File: config.mk
export PLATFORM = sky130hd
export DESIGN_NAME = polyline_to_quad_expander_core_flat
export DESIGN_NICKNAME = d
export VERILOG_FILES = /design/src/plq_pkg.sv /design/src/plq_if.sv /design/src/plq_alu.sv /design/src/plq_vtx.sv /design/src/polyline_to_quad_expander_core.sv /design/src/flat_wrapper.sv
export SDC_FILE = /design/constraint.sdc
export NUM_CORES = 2
export LEC_CHECK = 0
export BUFFER_PORTS_ARGS = -buffer_cell sky130_fd_sc_hd__buf_2
export CAP_MARGIN = 20
export CORE_MARGIN = 5
export CORE_UTILIZATION = 50
export DETAILED_ROUTE_END_ITERATION = 12
export PLACE_DENSITY_LB_ADDON = 0.3
export SLEW_MARGIN = 20
export SYNTH_ARGS = -nofsm -noshare
export SYNTH_HDL_FRONTEND = slang
export SYNTH_SLANG_ARGS = --single-unit
File: constraint.sdc
create_clock -name clk_i -period 12 [get_ports clk_i]
set_input_delay 1.2 -clock clk_i [delete_from_list [all_inputs] [get_ports clk_i]]
set_output_delay 1.2 -clock clk_i [all_outputs]
set_load 0.02 [all_outputs]
File: src/plq_pkg.sv
package plq_pkg;

  localparam int LW_W      = 12;  // line width, unsigned Q12.0
  localparam int COLOR_W   = 32;
  localparam int NORM_W    = 24;  // delta magnitudes are shifted below 2^24
  localparam int PROD_W    = 2 * NORM_W;
  localparam int ALU_W     = 50;  // holds the sum of two squares
  localparam int RAD_W     = 64;  // (dx^2 + dy^2) << 14
  localparam int RAD_SHIFT = 14;
  localparam int ROOT_W    = RAD_W / 2;
  localparam int REM_W     = ROOT_W + 4;
  localparam int SQRT_STEPS = ROOT_W;
  localparam int Q_W       = 12;  // perp magnitude, at most w/2 rounded
  localparam int PERP_W    = Q_W + 1;
  localparam int NUM_SHIFT = 8;   // numerator is my * w * 256 + 2 * len
  localparam int DIV_SHIFT = 2 + Q_W - 1;  // divisor 4 * len aligned to quotient msb
  localparam int CORNERS   = 6;
  localparam int CNT_W     = $clog2(SQRT_STEPS);

  typedef struct packed {
    logic [NORM_W-1:0] mul_a;
    logic [NORM_W-1:0] mul_b;
    logic [ALU_W-1:0]  op_a;
    logic [ALU_W-1:0]  op_b;
    logic              sub;
  } alu_req_t;

  typedef struct packed {
    logic [PROD_W-1:0] prod;
    logic [ALU_W-1:0]  res;
    logic              no_borrow;  // op_a >= op_b on a subtract
  } alu_rsp_t;

endpackage

File: src/plq_if.sv
interface plq_in_if #(
  parameter int COORD_WIDTH = 16
) ();
  logic                           valid;
  logic                           ready;
  logic signed [COORD_WIDTH-1:0]  point_x;
  logic signed [COORD_WIDTH-1:0]  point_y;
  logic [plq_pkg::LW_W-1:0]       line_width;
  logic [plq_pkg::COLOR_W-1:0]    rgba_color;
  logic                           first_point;
  logic                           last_point;
  logic                           close_loop;

  modport source (
    output valid, point_x, point_y, line_width, rgba_color,
           first_point, last_point, close_loop,
    input  ready
  );
  modport sink (
    input  valid, point_x, point_y, line_width, rgba_color,
           first_point, last_point, close_loop,
    output ready
  );
endinterface

interface plq_out_if #(
  parameter int COORD_WIDTH = 16
) ();
  logic                           valid;
  logic                           ready;
  logic signed [COORD_WIDTH-1:0]  vertex_x;
  logic signed [COORD_WIDTH-1:0]  vertex_y;
  logic [plq_pkg::COLOR_W-1:0]    vertex_color;
  logic                           last_vertex;

  modport source (
    output valid, vertex_x, vertex_y, vertex_color, last_vertex,
    input  ready
  );
  modport sink (
    input  valid, vertex_x, vertex_y, vertex_color, last_vertex,
    output ready
  );
endinterface

File: src/plq_alu.sv
module plq_alu (
  input  plq_pkg::alu_req_t req_i,
  output plq_pkg::alu_rsp_t rsp_o
);
  import plq_pkg::*;

  logic [ALU_W-1:0] op_b_eff;
  logic [ALU_W:0]   sum;

  assign op_b_eff = req_i.sub ? ~req_i.op_b : req_i.op_b;
  assign sum = {1'b0, req_i.op_a} + {1'b0, op_b_eff} + (ALU_W + 1)'(req_i.sub);

  assign rsp_o.prod      = req_i.mul_a * req_i.mul_b;
  assign rsp_o.res       = sum[ALU_W-1:0];
  assign rsp_o.no_borrow = sum[ALU_W];
endmodule

File: src/plq_vtx.sv
module plq_vtx #(
  parameter int COORD_WIDTH = 16
) (
  input  logic signed [COORD_WIDTH-1:0]    pt_i,
  input  logic signed [plq_pkg::PERP_W-1:0] perp_i,
  input  logic                             minus_i,
  output logic signed [COORD_WIDTH-1:0]    vtx_o
);
  import plq_pkg::*;

  localparam int SUM_W = ((COORD_WIDTH > PERP_W) ? COORD_WIDTH : PERP_W) + 2;
  localparam logic signed [SUM_W-1:0] SAT_HI =
    {{(SUM_W - COORD_WIDTH + 1){1'b0}}, {(COORD_WIDTH - 1){1'b1}}};
  localparam logic signed [SUM_W-1:0] SAT_LO = ~SAT_HI;

  logic signed [SUM_W-1:0] pt_e;
  logic signed [SUM_W-1:0] pp_e;
  logic signed [SUM_W-1:0] sum;

  assign pt_e = {{(SUM_W - COORD_WIDTH){pt_i[COORD_WIDTH-1]}}, pt_i};
  assign pp_e = {{(SUM_W - PERP_W){perp_i[PERP_W-1]}}, perp_i};
  assign sum  = minus_i ? (pt_e - pp_e) : (pt_e + pp_e);

  always_comb begin
    priority if (sum > SAT_HI) begin
      vtx_o = SAT_HI[COORD_WIDTH-1:0];
    end else if (sum < SAT_LO) begin
      vtx_o = SAT_LO[COORD_WIDTH-1:0];
    end else begin
      vtx_o = sum[COORD_WIDTH-1:0];
    end
  end
endmodule

File: src/polyline_to_quad_expander_core.sv
// Thick polyline expander: one point in, six vertices out per nonzero segment.
// A segment runs setup and squares, then a 32-step square root and two 12-step
// divides on the shared add/subtract unit, then one vertex per cycle while the
// vertex sink is ready. A closed last point can add a second segment.
// Async active-low reset clears the sequencer, the point history and the count.
module polyline_to_quad_expander_core #(
  parameter int COORD_WIDTH = 16
) (
  input  logic       clk_i,
  input  logic       rst_ni,
  plq_in_if.sink     pt_i,
  plq_out_if.source  vtx_o
);
  import plq_pkg::*;

  localparam int DELTA_W = COORD_WIDTH + 1;
  localparam int MAG_W   = (COORD_WIDTH > NORM_W) ? COORD_WIDTH : NORM_W;

  localparam logic [3:0] S_IDLE  = 4'd0;
  localparam logic [3:0] S_SETUP = 4'd1;
  localparam logic [3:0] S_NORM  = 4'd2;
  localparam logic [3:0] S_SQX   = 4'd3;
  localparam logic [3:0] S_SQY   = 4'd4;
  localparam logic [3:0] S_SUM   = 4'd5;
  localparam logic [3:0] S_SQRT  = 4'd6;
  localparam logic [3:0] S_MUL   = 4'd7;
  localparam logic [3:0] S_NUM   = 4'd8;
  localparam logic [3:0] S_DIV   = 4'd9;
  localparam logic [3:0] S_EMIT  = 4'd10;

  logic [3:0] state_q, state_d;
  logic [CNT_W-1:0] cnt_q, cnt_d;
  logic signed [COORD_WIDTH-1:0] prev_x_q, prev_x_d, prev_y_q, prev_y_d;
  logic signed [COORD_WIDTH-1:0] start_x_q, start_x_d, start_y_q, start_y_d;
  logic [1:0] pts_q, pts_d;
  logic b_pend_q, b_pend_d, last_seg_q, last_seg_d, sel_y_q, sel_y_d;
  logic ov_q, ov_d;

  logic [LW_W-1:0] w_q, w_d;
  logic [COLOR_W-1:0] col_q, col_d, ocol_q, ocol_d;
  logic signed [COORD_WIDTH-1:0] ax_q, ax_d, ay_q, ay_d, bx_q, bx_d, by_q, by_d;
  logic signed [COORD_WIDTH-1:0] ox_q, ox_d, oy_q, oy_d;
  logic olast_q, olast_d;
  logic dxneg_q, dxneg_d, dypos_q, dypos_d;
  logic [MAG_W-1:0] mx_q, mx_d, my_q, my_d;
  logic [PROD_W-1:0] acc_q, acc_d, p_q, p_d;
  logic [RAD_W-1:0] rad_q, rad_d;
  logic [REM_W-1:0] rem_q, rem_d;
  logic [ROOT_W-1:0] root_q, root_d;
  logic [ALU_W-1:0] num_q, num_d, dv_q, dv_d;
  logic [Q_W-1:0] quo_q, quo_d, px_q, px_d, py_q, py_d;

  alu_req_t alu_req;
  alu_rsp_t alu_rsp;

  plq_alu u_alu (
    .req_i (alu_req),
    .rsp_o (alu_rsp)
  );

  // Segment deltas and magnitudes
  logic [DELTA_W-1:0] dx, dy, mag_x, mag_y;
  assign dx = {bx_q[COORD_WIDTH-1], bx_q} - {ax_q[COORD_WIDTH-1], ax_q};
  assign dy = {by_q[COORD_WIDTH-1], by_q} - {ay_q[COORD_WIDTH-1], ay_q};
  assign mag_x = dx[DELTA_W-1] ? (~dx + 1'b1) : dx;
  assign mag_y = dy[DELTA_W-1] ? (~dy + 1'b1) : dy;

  // Square root step: bring down two radicand bits, trial subtract 4*root+1
  logic [REM_W-1:0] rem_sh, trial;
  assign rem_sh = {rem_q[REM_W-3:0], rad_q[RAD_W-1 -: 2]};
  assign trial  = {2'b00, root_q, 2'b01};

  logic [Q_W-1:0] quo_nx;
  assign quo_nx = {quo_q[Q_W-2:0], alu_rsp.no_borrow};

  // Corner generation
  logic corner_end, corner_minus;
  logic signed [PERP_W-1:0] px_s, py_s, perp_x, perp_y;
  logic signed [COORD_WIDTH-1:0] cpt_x, cpt_y, vtx_x, vtx_y;

  always_comb begin
    unique case (cnt_q[2:0])
      3'd0:    begin corner_end = 1'b0; corner_minus = 1'b1; end  // top-left
      3'd1:    begin corner_end = 1'b0; corner_minus = 1'b0; end  // top-right
      3'd2:    begin corner_end = 1'b1; corner_minus = 1'b1; end  // bottom-left
      3'd3:    begin corner_end = 1'b0; corner_minus = 1'b0; end  // top-right
      3'd4:    begin corner_end = 1'b1; corner_minus = 1'b0; end  // bottom-right
      default: begin corner_end = 1'b1; corner_minus = 1'b1; end  // bottom-left
    endcase
  end

  assign px_s   = {1'b0, px_q};
  assign py_s   = {1'b0, py_q};
  assign perp_x = dypos_q ? -px_s : px_s;
  assign perp_y = dxneg_q ? -py_s : py_s;
  assign cpt_x  = corner_end ? bx_q : ax_q;
  assign cpt_y  = corner_end ? by_q : ay_q;

  plq_vtx #(.COORD_WIDTH(COORD_WIDTH)) u_vtx_x (
    .pt_i    (cpt_x),
    .perp_i  (perp_x),
    .minus_i (corner_minus),
    .vtx_o   (vtx_x)
  );

  plq_vtx #(.COORD_WIDTH(COORD_WIDTH)) u_vtx_y (
    .pt_i    (cpt_y),
    .perp_i  (perp_y),
    .minus_i (corner_minus),
    .vtx_o   (vtx_y)
  );

  // Accept-time decisions
  logic new_poly, do_a, do_b, accept, out_free;
  logic [1:0] pts_new;

  assign new_poly = pt_i.first_point || (pts_q == 2'd0);
  assign pts_new  = new_poly ? 2'd1 : ((pts_q == 2'd3) ? 2'd3 : pts_q + 2'd1);
  assign do_a     = !new_poly &&
                    ((pt_i.point_x != prev_x_q) || (pt_i.point_y != prev_y_q));
  assign do_b     = pt_i.last_point && pt_i.close_loop && (pts_new == 2'd3) &&
                    ((pt_i.point_x != start_x_q) || (pt_i.point_y != start_y_q));
  assign accept   = pt_i.valid && (state_q == S_IDLE);
  assign out_free = !ov_q || vtx_o.ready;

  assign pt_i.ready         = (state_q == S_IDLE);
  assign vtx_o.valid        = ov_q;
  assign vtx_o.vertex_x     = ox_q;
  assign vtx_o.vertex_y     = oy_q;
  assign vtx_o.vertex_color = ocol_q;
  assign vtx_o.last_vertex  = olast_q;

  always_comb begin
    state_d   = state_q;
    cnt_d     = cnt_q;
    prev_x_d  = prev_x_q;
    prev_y_d  = prev_y_q;
    start_x_d = start_x_q;
    start_y_d = start_y_q;
    pts_d     = pts_q;
    b_pend_d  = b_pend_q;
    last_seg_d = last_seg_q;
    sel_y_d   = sel_y_q;
    ov_d      = ov_q;
    w_d       = w_q;
    col_d     = col_q;
    ocol_d    = ocol_q;
    ax_d      = ax_q;
    ay_d      = ay_q;
    bx_d      = bx_q;
    by_d      = by_q;
    ox_d      = ox_q;
    oy_d      = oy_q;
    olast_d   = olast_q;
    dxneg_d   = dxneg_q;
    dypos_d   = dypos_q;
    mx_d      = mx_q;
    my_d      = my_q;
    acc_d     = acc_q;
    p_d       = p_q;
    rad_d     = rad_q;
    rem_d     = rem_q;
    root_d    = root_q;
    num_d     = num_q;
    dv_d      = dv_q;
    quo_d     = quo_q;
    px_d      = px_q;
    py_d      = py_q;
    alu_req   = '0;

    if (ov_q && vtx_o.ready) begin
      ov_d = 1'b0;
    end

    unique case (state_q)
      S_IDLE: begin
        if (accept) begin
          prev_x_d = pt_i.point_x;
          prev_y_d = pt_i.point_y;
          w_d      = pt_i.line_width;
          col_d    = pt_i.rgba_color;
          if (new_poly) begin
            start_x_d = pt_i.point_x;
            start_y_d = pt_i.point_y;
          end
          pts_d      = pt_i.last_point ? 2'd0 : pts_new;
          b_pend_d   = do_a && do_b;
          last_seg_d = !(do_a && do_b);
          if (do_a) begin
            ax_d    = prev_x_q;
            ay_d    = prev_y_q;
            bx_d    = pt_i.point_x;
            by_d    = pt_i.point_y;
            state_d = S_SETUP;
          end else if (do_b) begin
            ax_d    = pt_i.point_x;
            ay_d    = pt_i.point_y;
            bx_d    = start_x_q;
            by_d    = start_y_q;
            state_d = S_SETUP;
          end
        end
      end
      S_SETUP: begin
        mx_d    = MAG_W'(mag_x[COORD_WIDTH-1:0]);
        my_d    = MAG_W'(mag_y[COORD_WIDTH-1:0]);
        dxneg_d = dx[DELTA_W-1];
        dypos_d = !dy[DELTA_W-1] && (dy != '0);
        state_d = S_NORM;
      end
      S_NORM: begin
        // very large deltas lose one bit a cycle until both fit
        if (((mx_q >> NORM_W) != '0) || ((my_q >> NORM_W) != '0)) begin
          mx_d = mx_q >> 1;
          my_d = my_q >> 1;
        end else begin
          state_d = S_SQX;
        end
      end
      S_SQX: begin
        alu_req.mul_a = mx_q[NORM_W-1:0];
        alu_req.mul_b = mx_q[NORM_W-1:0];
        acc_d   = alu_rsp.prod;
        state_d = S_SQY;
      end
      S_SQY: begin
        alu_req.mul_a = my_q[NORM_W-1:0];
        alu_req.mul_b = my_q[NORM_W-1:0];
        p_d     = alu_rsp.prod;
        state_d = S_SUM;
      end
      S_SUM: begin
        alu_req.op_a = ALU_W'(acc_q);
        alu_req.op_b = ALU_W'(p_q);
        rad_d   = {alu_rsp.res, {RAD_SHIFT{1'b0}}};
        rem_d   = '0;
        root_d  = '0;
        cnt_d   = '0;
        state_d = S_SQRT;
      end
      S_SQRT: begin
        alu_req.op_a = ALU_W'(rem_sh);
        alu_req.op_b = ALU_W'(trial);
        alu_req.sub  = 1'b1;
        if (alu_rsp.no_borrow) begin
          rem_d  = alu_rsp.res[REM_W-1:0];
          root_d = {root_q[ROOT_W-2:0], 1'b1};
        end else begin
          rem_d  = rem_sh;
          root_d = {root_q[ROOT_W-2:0], 1'b0};
        end
        rad_d = rad_q << 2;
        cnt_d = cnt_q + 1'b1;
        if (cnt_q == CNT_W'(SQRT_STEPS - 1)) begin
          sel_y_d = 1'b0;
          state_d = S_MUL;
        end
      end
      S_MUL: begin
        // perp x scales |dy|, perp y scales |dx|
        alu_req.mul_a = sel_y_q ? mx_q[NORM_W-1:0] : my_q[NORM_W-1:0];
        alu_req.mul_b = NORM_W'(w_q);
        p_d     = alu_rsp.prod;
        state_d = S_NUM;
      end
      S_NUM: begin
        alu_req.op_a = ALU_W'({p_q, {NUM_SHIFT{1'b0}}});
        alu_req.op_b = ALU_W'({root_q, 1'b0});
        num_d   = alu_rsp.res;
        dv_d    = ALU_W'({root_q, {DIV_SHIFT{1'b0}}});
        quo_d   = '0;
        cnt_d   = '0;
        state_d = S_DIV;
      end
      S_DIV: begin
        alu_req.op_a = num_q;
        alu_req.op_b = dv_q;
        alu_req.sub  = 1'b1;
        if (alu_rsp.no_borrow) begin
          num_d = alu_rsp.res;
        end
        quo_d = quo_nx;
        dv_d  = dv_q >> 1;
        cnt_d = cnt_q + 1'b1;
        if (cnt_q == CNT_W'(Q_W - 1)) begin
          cnt_d = '0;
          if (sel_y_q) begin
            py_d    = quo_nx;
            state_d = S_EMIT;
          end else begin
            px_d    = quo_nx;
            sel_y_d = 1'b1;
            state_d = S_MUL;
          end
        end
      end
      S_EMIT: begin
        if (out_free) begin
          ov_d    = 1'b1;
          ox_d    = vtx_x;
          oy_d    = vtx_y;
          ocol_d  = col_q;
          olast_d = last_seg_q && (cnt_q == CNT_W'(CORNERS - 1));
          cnt_d   = cnt_q + 1'b1;
          if (cnt_q == CNT_W'(CORNERS - 1)) begin
            cnt_d = '0;
            if (b_pend_q) begin
              // closing segment: from this point back to the polyline start
              ax_d       = prev_x_q;
              ay_d       = prev_y_q;
              bx_d       = start_x_q;
              by_d       = start_y_q;
              b_pend_d   = 1'b0;
              last_seg_d = 1'b1;
              state_d    = S_SETUP;
            end else begin
              state_d = S_IDLE;
            end
          end
        end
      end
      default: begin
        state_d = S_IDLE;
      end
    endcase
  end

  always_ff @(posedge clk_i or negedge rst_ni) begin
    if (!rst_ni) begin
      state_q    <= S_IDLE;
      cnt_q      <= '0;
      prev_x_q   <= '0;
      prev_y_q   <= '0;
      start_x_q  <= '0;
      start_y_q  <= '0;
      pts_q      <= '0;
      b_pend_q   <= 1'b0;
      last_seg_q <= 1'b0;
      sel_y_q    <= 1'b0;
      ov_q       <= 1'b0;
    end else begin
      state_q    <= state_d;
      cnt_q      <= cnt_d;
      prev_x_q   <= prev_x_d;
      prev_y_q   <= prev_y_d;
      start_x_q  <= start_x_d;
      start_y_q  <= start_y_d;
      pts_q      <= pts_d;
      b_pend_q   <= b_pend_d;
      last_seg_q <= last_seg_d;
      sel_y_q    <= sel_y_d;
      ov_q       <= ov_d;
    end
  end

  always_ff @(posedge clk_i) begin
    w_q     <= w_d;
    col_q   <= col_d;
    ocol_q  <= ocol_d;
    ax_q    <= ax_d;
    ay_q    <= ay_d;
    bx_q    <= bx_d;
    by_q    <= by_d;
    ox_q    <= ox_d;
    oy_q    <= oy_d;
    olast_q <= olast_d;
    dxneg_q <= dxneg_d;
    dypos_q <= dypos_d;
    mx_q    <= mx_d;
    my_q    <= my_d;
    acc_q   <= acc_d;
    p_q     <= p_d;
    rad_q   <= rad_d;
    rem_q   <= rem_d;
    root_q  <= root_d;
    num_q   <= num_d;
    dv_q    <= dv_d;
    quo_q   <= quo_d;
    px_q    <= px_d;
    py_q    <= py_d;
  end
endmodule

File: src/flat_wrapper.sv
// flat-port wrapper written by rule: the top's interface ports become plain ports
module polyline_to_quad_expander_core_flat import plq_pkg::*;
#(
  parameter int COORD_WIDTH = 16
)
  (clk_i, rst_ni, pt_i_valid, pt_i_point_x, pt_i_point_y, pt_i_line_width, pt_i_rgba_color, pt_i_first_point, pt_i_last_point, pt_i_close_loop, pt_i_ready, vtx_o_valid, vtx_o_vertex_x, vtx_o_vertex_y, vtx_o_vertex_color, vtx_o_last_vertex, vtx_o_ready);
  plq_in_if #(.COORD_WIDTH(COORD_WIDTH)) pt_i_i ();
  plq_out_if #(.COORD_WIDTH(COORD_WIDTH)) vtx_o_i ();
  input  logic clk_i;
  input  logic rst_ni;
  input wire logic [$bits(pt_i_i.valid)-1:0] pt_i_valid;
  input wire logic [$bits(pt_i_i.point_x)-1:0] pt_i_point_x;
  input wire logic [$bits(pt_i_i.point_y)-1:0] pt_i_point_y;
  input wire logic [$bits(pt_i_i.line_width)-1:0] pt_i_line_width;
  input wire logic [$bits(pt_i_i.rgba_color)-1:0] pt_i_rgba_color;
  input wire logic [$bits(pt_i_i.first_point)-1:0] pt_i_first_point;
  input wire logic [$bits(pt_i_i.last_point)-1:0] pt_i_last_point;
  input wire logic [$bits(pt_i_i.close_loop)-1:0] pt_i_close_loop;
  output wire logic [$bits(pt_i_i.ready)-1:0] pt_i_ready;
  output wire logic [$bits(vtx_o_i.valid)-1:0] vtx_o_valid;
  output wire logic [$bits(vtx_o_i.vertex_x)-1:0] vtx_o_vertex_x;
  output wire logic [$bits(vtx_o_i.vertex_y)-1:0] vtx_o_vertex_y;
  output wire logic [$bits(vtx_o_i.vertex_color)-1:0] vtx_o_vertex_color;
  output wire logic [$bits(vtx_o_i.last_vertex)-1:0] vtx_o_last_vertex;
  input wire logic [$bits(vtx_o_i.ready)-1:0] vtx_o_ready;
  assign pt_i_i.valid = pt_i_valid;
  assign pt_i_i.point_x = pt_i_point_x;
  assign pt_i_i.point_y = pt_i_point_y;
  assign pt_i_i.line_width = pt_i_line_width;
  assign pt_i_i.rgba_color = pt_i_rgba_color;
  assign pt_i_i.first_point = pt_i_first_point;
  assign pt_i_i.last_point = pt_i_last_point;
  assign pt_i_i.close_loop = pt_i_close_loop;
  assign pt_i_ready = pt_i_i.ready;
  assign vtx_o_valid = vtx_o_i.valid;
  assign vtx_o_vertex_x = vtx_o_i.vertex_x;
  assign vtx_o_vertex_y = vtx_o_i.vertex_y;
  assign vtx_o_vertex_color = vtx_o_i.vertex_color;
  assign vtx_o_last_vertex = vtx_o_i.last_vertex;
  assign vtx_o_i.ready = vtx_o_ready;
  polyline_to_quad_expander_core #(.COORD_WIDTH(COORD_WIDTH)) u_core (.clk_i(clk_i), .rst_ni(rst_ni), .pt_i(pt_i_i), .vtx_o(vtx_o_i));
endmodule
==> results.txt <==
----------------------------------------------------
[Hold path]
  Class of the tightest hold or removal check ... flop to flop
  Worst Hold Launch ... u_core.col_q[12]$_DFFE_PP_
  Cell depth of the worst min-delay path ... 0

[Finish]
  Final-layout fill cell count ... about 7k
  Footprint of the flip-flops and latches ... around 18,000 um2
  Layout cells sized above 1 ... a little under an eighth
  Area of the multi-input gates ... 21,700 um2
  Number of nets in the layout ... between 4k and 5k
  Summed area of non-filler cells in the final layout ... ~45,000 um2
  Area grow syn2layout ... 9.70%

[CTS]
  Hold buffer count at cts ... 0
  Total clock buffers created by CTS ... 66
  Max Root-Sink Buffers ... 3
  H-tree level count ... 3
  TritonCTS clock tree ... done
  Clock latency on the worst-skew pair ... about 0.6 ns
  Clock root buffer ... sky130_fd_sc_hd__clkbuf_16
  Clock edge transition at the registers on the reported setup and hold paths ... 0.06 ns
  Number of clock sinks ... 600
  Postcts setup bufs ... 0
  Number of gates resized after cts ... 0

[Die]
  Effective utilization at floorplan ... 50.3%
  Placeable core region ... 82,000 um2
  Die footprint ... around 88,000 um2
  Number of cell rows ... approximately 110
  X dimension of the die ... 297 um
  I/O Pins ... 150
  Die Ht ... between 200 and 300 um

[Pwr]
  Static Leakage ... between 15 and 20 nW
  Power Density ... 94.8 nW/um2
  Peak ir drop on the vdd network ... between 0.1 and 0.15 mV

[Timing]
  Unrepaired setup endpoints after global routing ... false
  Share of the clock period used by the worst path after layout ... between 70% and 80%
  PnR worst setup slack ... 2.83 ns
  Number of pins exceeding their max-slew limit in the final report ... 0
  Final Setup Violations ... 0
  Final hold vios ... 0
  Worst Skew ... 0.0185 ns
  Max Fclk ... 109 MHz
  Sum of negative setup slack ... 0 ns
  Crit path time final ... around 9 ns
  Worst hold slack after final layout ... between 0.4 and 0.5 ns
  Pin slew with the least headroom to its limit ... between 1 and 1.5 ns
  Relative slew margins ... between 20% and 30%

[Job]
  Maxcap violations ... 0

[Synthesis]
  Xor/xnor share of the synthesized area ... under 10%
  Post-Synth Adder-Cell Area ... approximately 18%
  Most area-hungry cell type in the Yosys netlist ... sky130_fd_sc_hd__edfxtp_1
  Synth top area share ... a little under two fifths
  Post-synthesis compound-gate area fraction ... between 10 and 15%
  Post-synthesis instance total ... a little under 4k
  Multiplexer share of the synthesized area ... a little under 5%
  Share of synthesized area occupied by flip-flops and latches ... between 40% and 50%
  Number of enable flip-flop cells after synthesis ... 521
  Ys async rst share ... between 10% and 20%
  Avg Cell Area, Syn ... 10.5 um2
  Simple logic cell fraction of the synthesized area ... about an eighth
  Distinct cell type count after synthesis ... 80
  Synthesis Warnings ... 0
  Ys flop type ... sky130_fd_sc_hd__edfxtp_1
  Post-Synthesis Net Count ... ~4.5k
  Synthesized flop and latch total ... 600
  Combinational family with the most area after synthesis ... adder cells
  Syn Std Cell Area ... 41,200 um2
  Ranking of synthesized cells by area ... sky130_fd_sc_hd__edfxtp_1 (38%), sky130_fd_sc_hd__fa_1 (9.8%), sky130_fd_sc_hd__ha_1 (7.7%)

[GRT]
  Total global-route track usage ... between 20% and 30%
  Maximum number of pins on one net before global-route repair ... 84
  Total gr overflow ... 0
  Global-route wire length before repair ... roughly 170,000 um
  Vias in the first global route ... roughly 30k
  Antenna violations before repair ... 5

[Place]
  Post-DP HPWL ... 83,300 um
  Placed cell areas ... between 40,000 and 50,000 um2
  Port-buffer cells ... between 100 and 150
  Setup Slack @ Placement ... slightly below 3 ns
  Placer's final routability congestion estimate ... ~0.96

[Route]
  Detailed Route WL ... 111,000 um
  DR WL/cell ... ~22 um
  Drt initial violations ... 2,717
  Vias post-DR ... ~30k
  Drc violations ... 0
  Routed Antenna Nets ... 0
  Number of optimization iterations in the first detailed-route pass ... 6
  Vias per cell ... a little under 6

[Setup path]
  Worst path most repeated cell ... sky130_fd_sc_hd__fa_1
  CP required ... approximately 12 ns
  Number of logic stages on the critical path including buffering ... 29
  Slowest cell on the critical path ... sky130_fd_sc_hd__dfrtp_1
  Crit path DAT ... approximately 9.5 ns
  Number of buffers and inverters on the critical path ... 8
  Critical path capture point ... u_core.p_q[33]$_DFFE_PP_
  Reg2Reg Depth ... 29
  Beginning of the critical path ... u_core.state_q[1]$_DFFE_PN0P_
  Launching point of the worst reg2reg path ... u_core.state_q[1]$_DFFE_PN0P_
  Class of the most critical setup path ... flop to flop
  Worst setup SP type ... flop
  Critical Path Fanout Max ... 50
  FF-to-FF End ... u_core.p_q[33]$_DFFE_PP_
  Delay of the slowest critical-path stage ... between 0.7 and 0.8 ns
  Endpoint kind of the worst setup timing path ... flop
  Top delay family on crit path ... adder cells
  Register-to-register setup slack ... 2.83 ns

[Status]
  Outcome ... completed

----------------------------------------------------
## final cells by class
type                       count  area share (%)
sequential                   600            39.0
multi-input combinational   2802            48.0
clock buffer                  80            3.91
antenna                        3          0.0166
tap                         1070            2.96
timing repair buffer         189            2.32
clock inverter                38           0.750
inverter                     377            3.13
## per-stage QoR
| stage | util [%] | power, W | std cells |
|---|---|---|---|
| final | 55.2 | 0.00429 | 5159 |
| after global routing | 55.2 | 0.00442 | 5157 |
| after CTS | 55.2 | 0.00433 | 5156 |
| after detailed placement | 52.6 | 0.00233 | 5038 |
| after global placement | 52.6 | 0.00233 | 5036 |
| after floorplan | - | 0.00230 | 3945 |
## synthesized netlist by cell type, drive strengths merged, types with 26 or more instances
master	count
nand2	524
edfxtp	521
inv	376
nor2	294
ha	255
a21oi	214
fa	201
xnor2	190
o21ai	168
clkbuf	140
mux2	139
and3	81
dfrtp	79
a21o	72
xor2	66
nor3	52
a22o	45
nand3	45
mux2i	43
nand4	38
nand2b	36
a221o	29
a22oi	28
buf	26
## flip-flops by register name, indices dropped and copies added, names as in the netlist, 32 cells and up
name	cells
u_core.dv_q	45
u_core.root_q	32
u_core.p_q	34
u_core.vtx_o.vertex_color	32
u_core.rem_q	34
u_core.acc_q	34
u_core.num_q	50
u_core.rad_q	50
u_core.col_q	32
## cells by family after synthesis
logic type	count (synthesis)
buffers and inverters	543
adder cells (fa/ha/maj)	475
XOR/XNOR	256
AND/OR/NAND/NOR	1164
flip-flops	600
AO/OA/AOI/OAI	725
multiplexers	182
## routing by layer
layer | routed length, um | part of all wire (%) | global-route usage [%]
met1 | 48200 | 43 | 34.3
met2 | 52300 | 47 | 40.5
met3 | 7220 | 6.5 | 3.82
met4 | 3390 | 3.0 | 7.19
met5 | 27 | 0.024 | 0
## worst min-delay path by stage
stage	endpoint	slack, ns
2_1_floorplan	u_core.vtx_o.vertex_color[0]$_DFFE_PP_	0.40
3_3_place_gp	u_core.vtx_o.vertex_color[13]$_DFFE_PP_	0.40
3_5_place_dp	u_core.vtx_o.vertex_color[11]$_DFFE_PP_	0.40
4_1_cts	u_core.vtx_o.vertex_color[11]$_DFFE_PP_	0.42
5_1_grt	u_core.vtx_o.vertex_color[11]$_DFFE_PP_	0.42
6_report	u_core.vtx_o.vertex_color[12]$_DFFE_PP_	0.42
## where the power goes
group	switching, W	total, W	internal, W
clock	0.000853	0.00200	0.00115
sequential	0.0000000000000000000377	0.00224	0.00224
combinational	0.0000273	0.0000486	0.0000213
total	0.000880	0.00429	0.00341
## layout by cell type (no fill, tap or decap), types with 17 or more instances in the layout
cell and count:
sky130_fd_sc_hd__o21bai_1 23, sky130_fd_sc_hd__xnor2_1 187, sky130_fd_sc_hd__o21ai_0 163, sky130_fd_sc_hd__mux2i_1 42, sky130_fd_sc_hd__clkbuf_16 68, sky130_fd_sc_hd__a21oi_1 211, sky130_fd_sc_hd__nor2_1 289, sky130_fd_sc_hd__nor3_1 48
sky130_fd_sc_hd__nand2_1 522, sky130_fd_sc_hd__nand2b_1 35, sky130_fd_sc_hd__a31oi_1 18, sky130_fd_sc_hd__a221o_1 29, sky130_fd_sc_hd__xor2_1 65, sky130_fd_sc_hd__a22oi_1 28, sky130_fd_sc_hd__and2_1 17, sky130_fd_sc_hd__ha_1 255
sky130_fd_sc_hd__inv_1 375, sky130_fd_sc_hd__buf_4 41, sky130_fd_sc_hd__a22o_1 45, sky130_fd_sc_hd__buf_2 148, sky130_fd_sc_hd__nand3_1 45, sky130_fd_sc_hd__nand4_1 38, sky130_fd_sc_hd__dfrtp_1 79, sky130_fd_sc_hd__o21a_1 22
sky130_fd_sc_hd__a21o_1 72, sky130_fd_sc_hd__edfxtp_1 521, sky130_fd_sc_hd__and3_1 80, sky130_fd_sc_hd__mux2_2 139, sky130_fd_sc_hd__fa_1 201
Power figures use the tool's default switching activity.
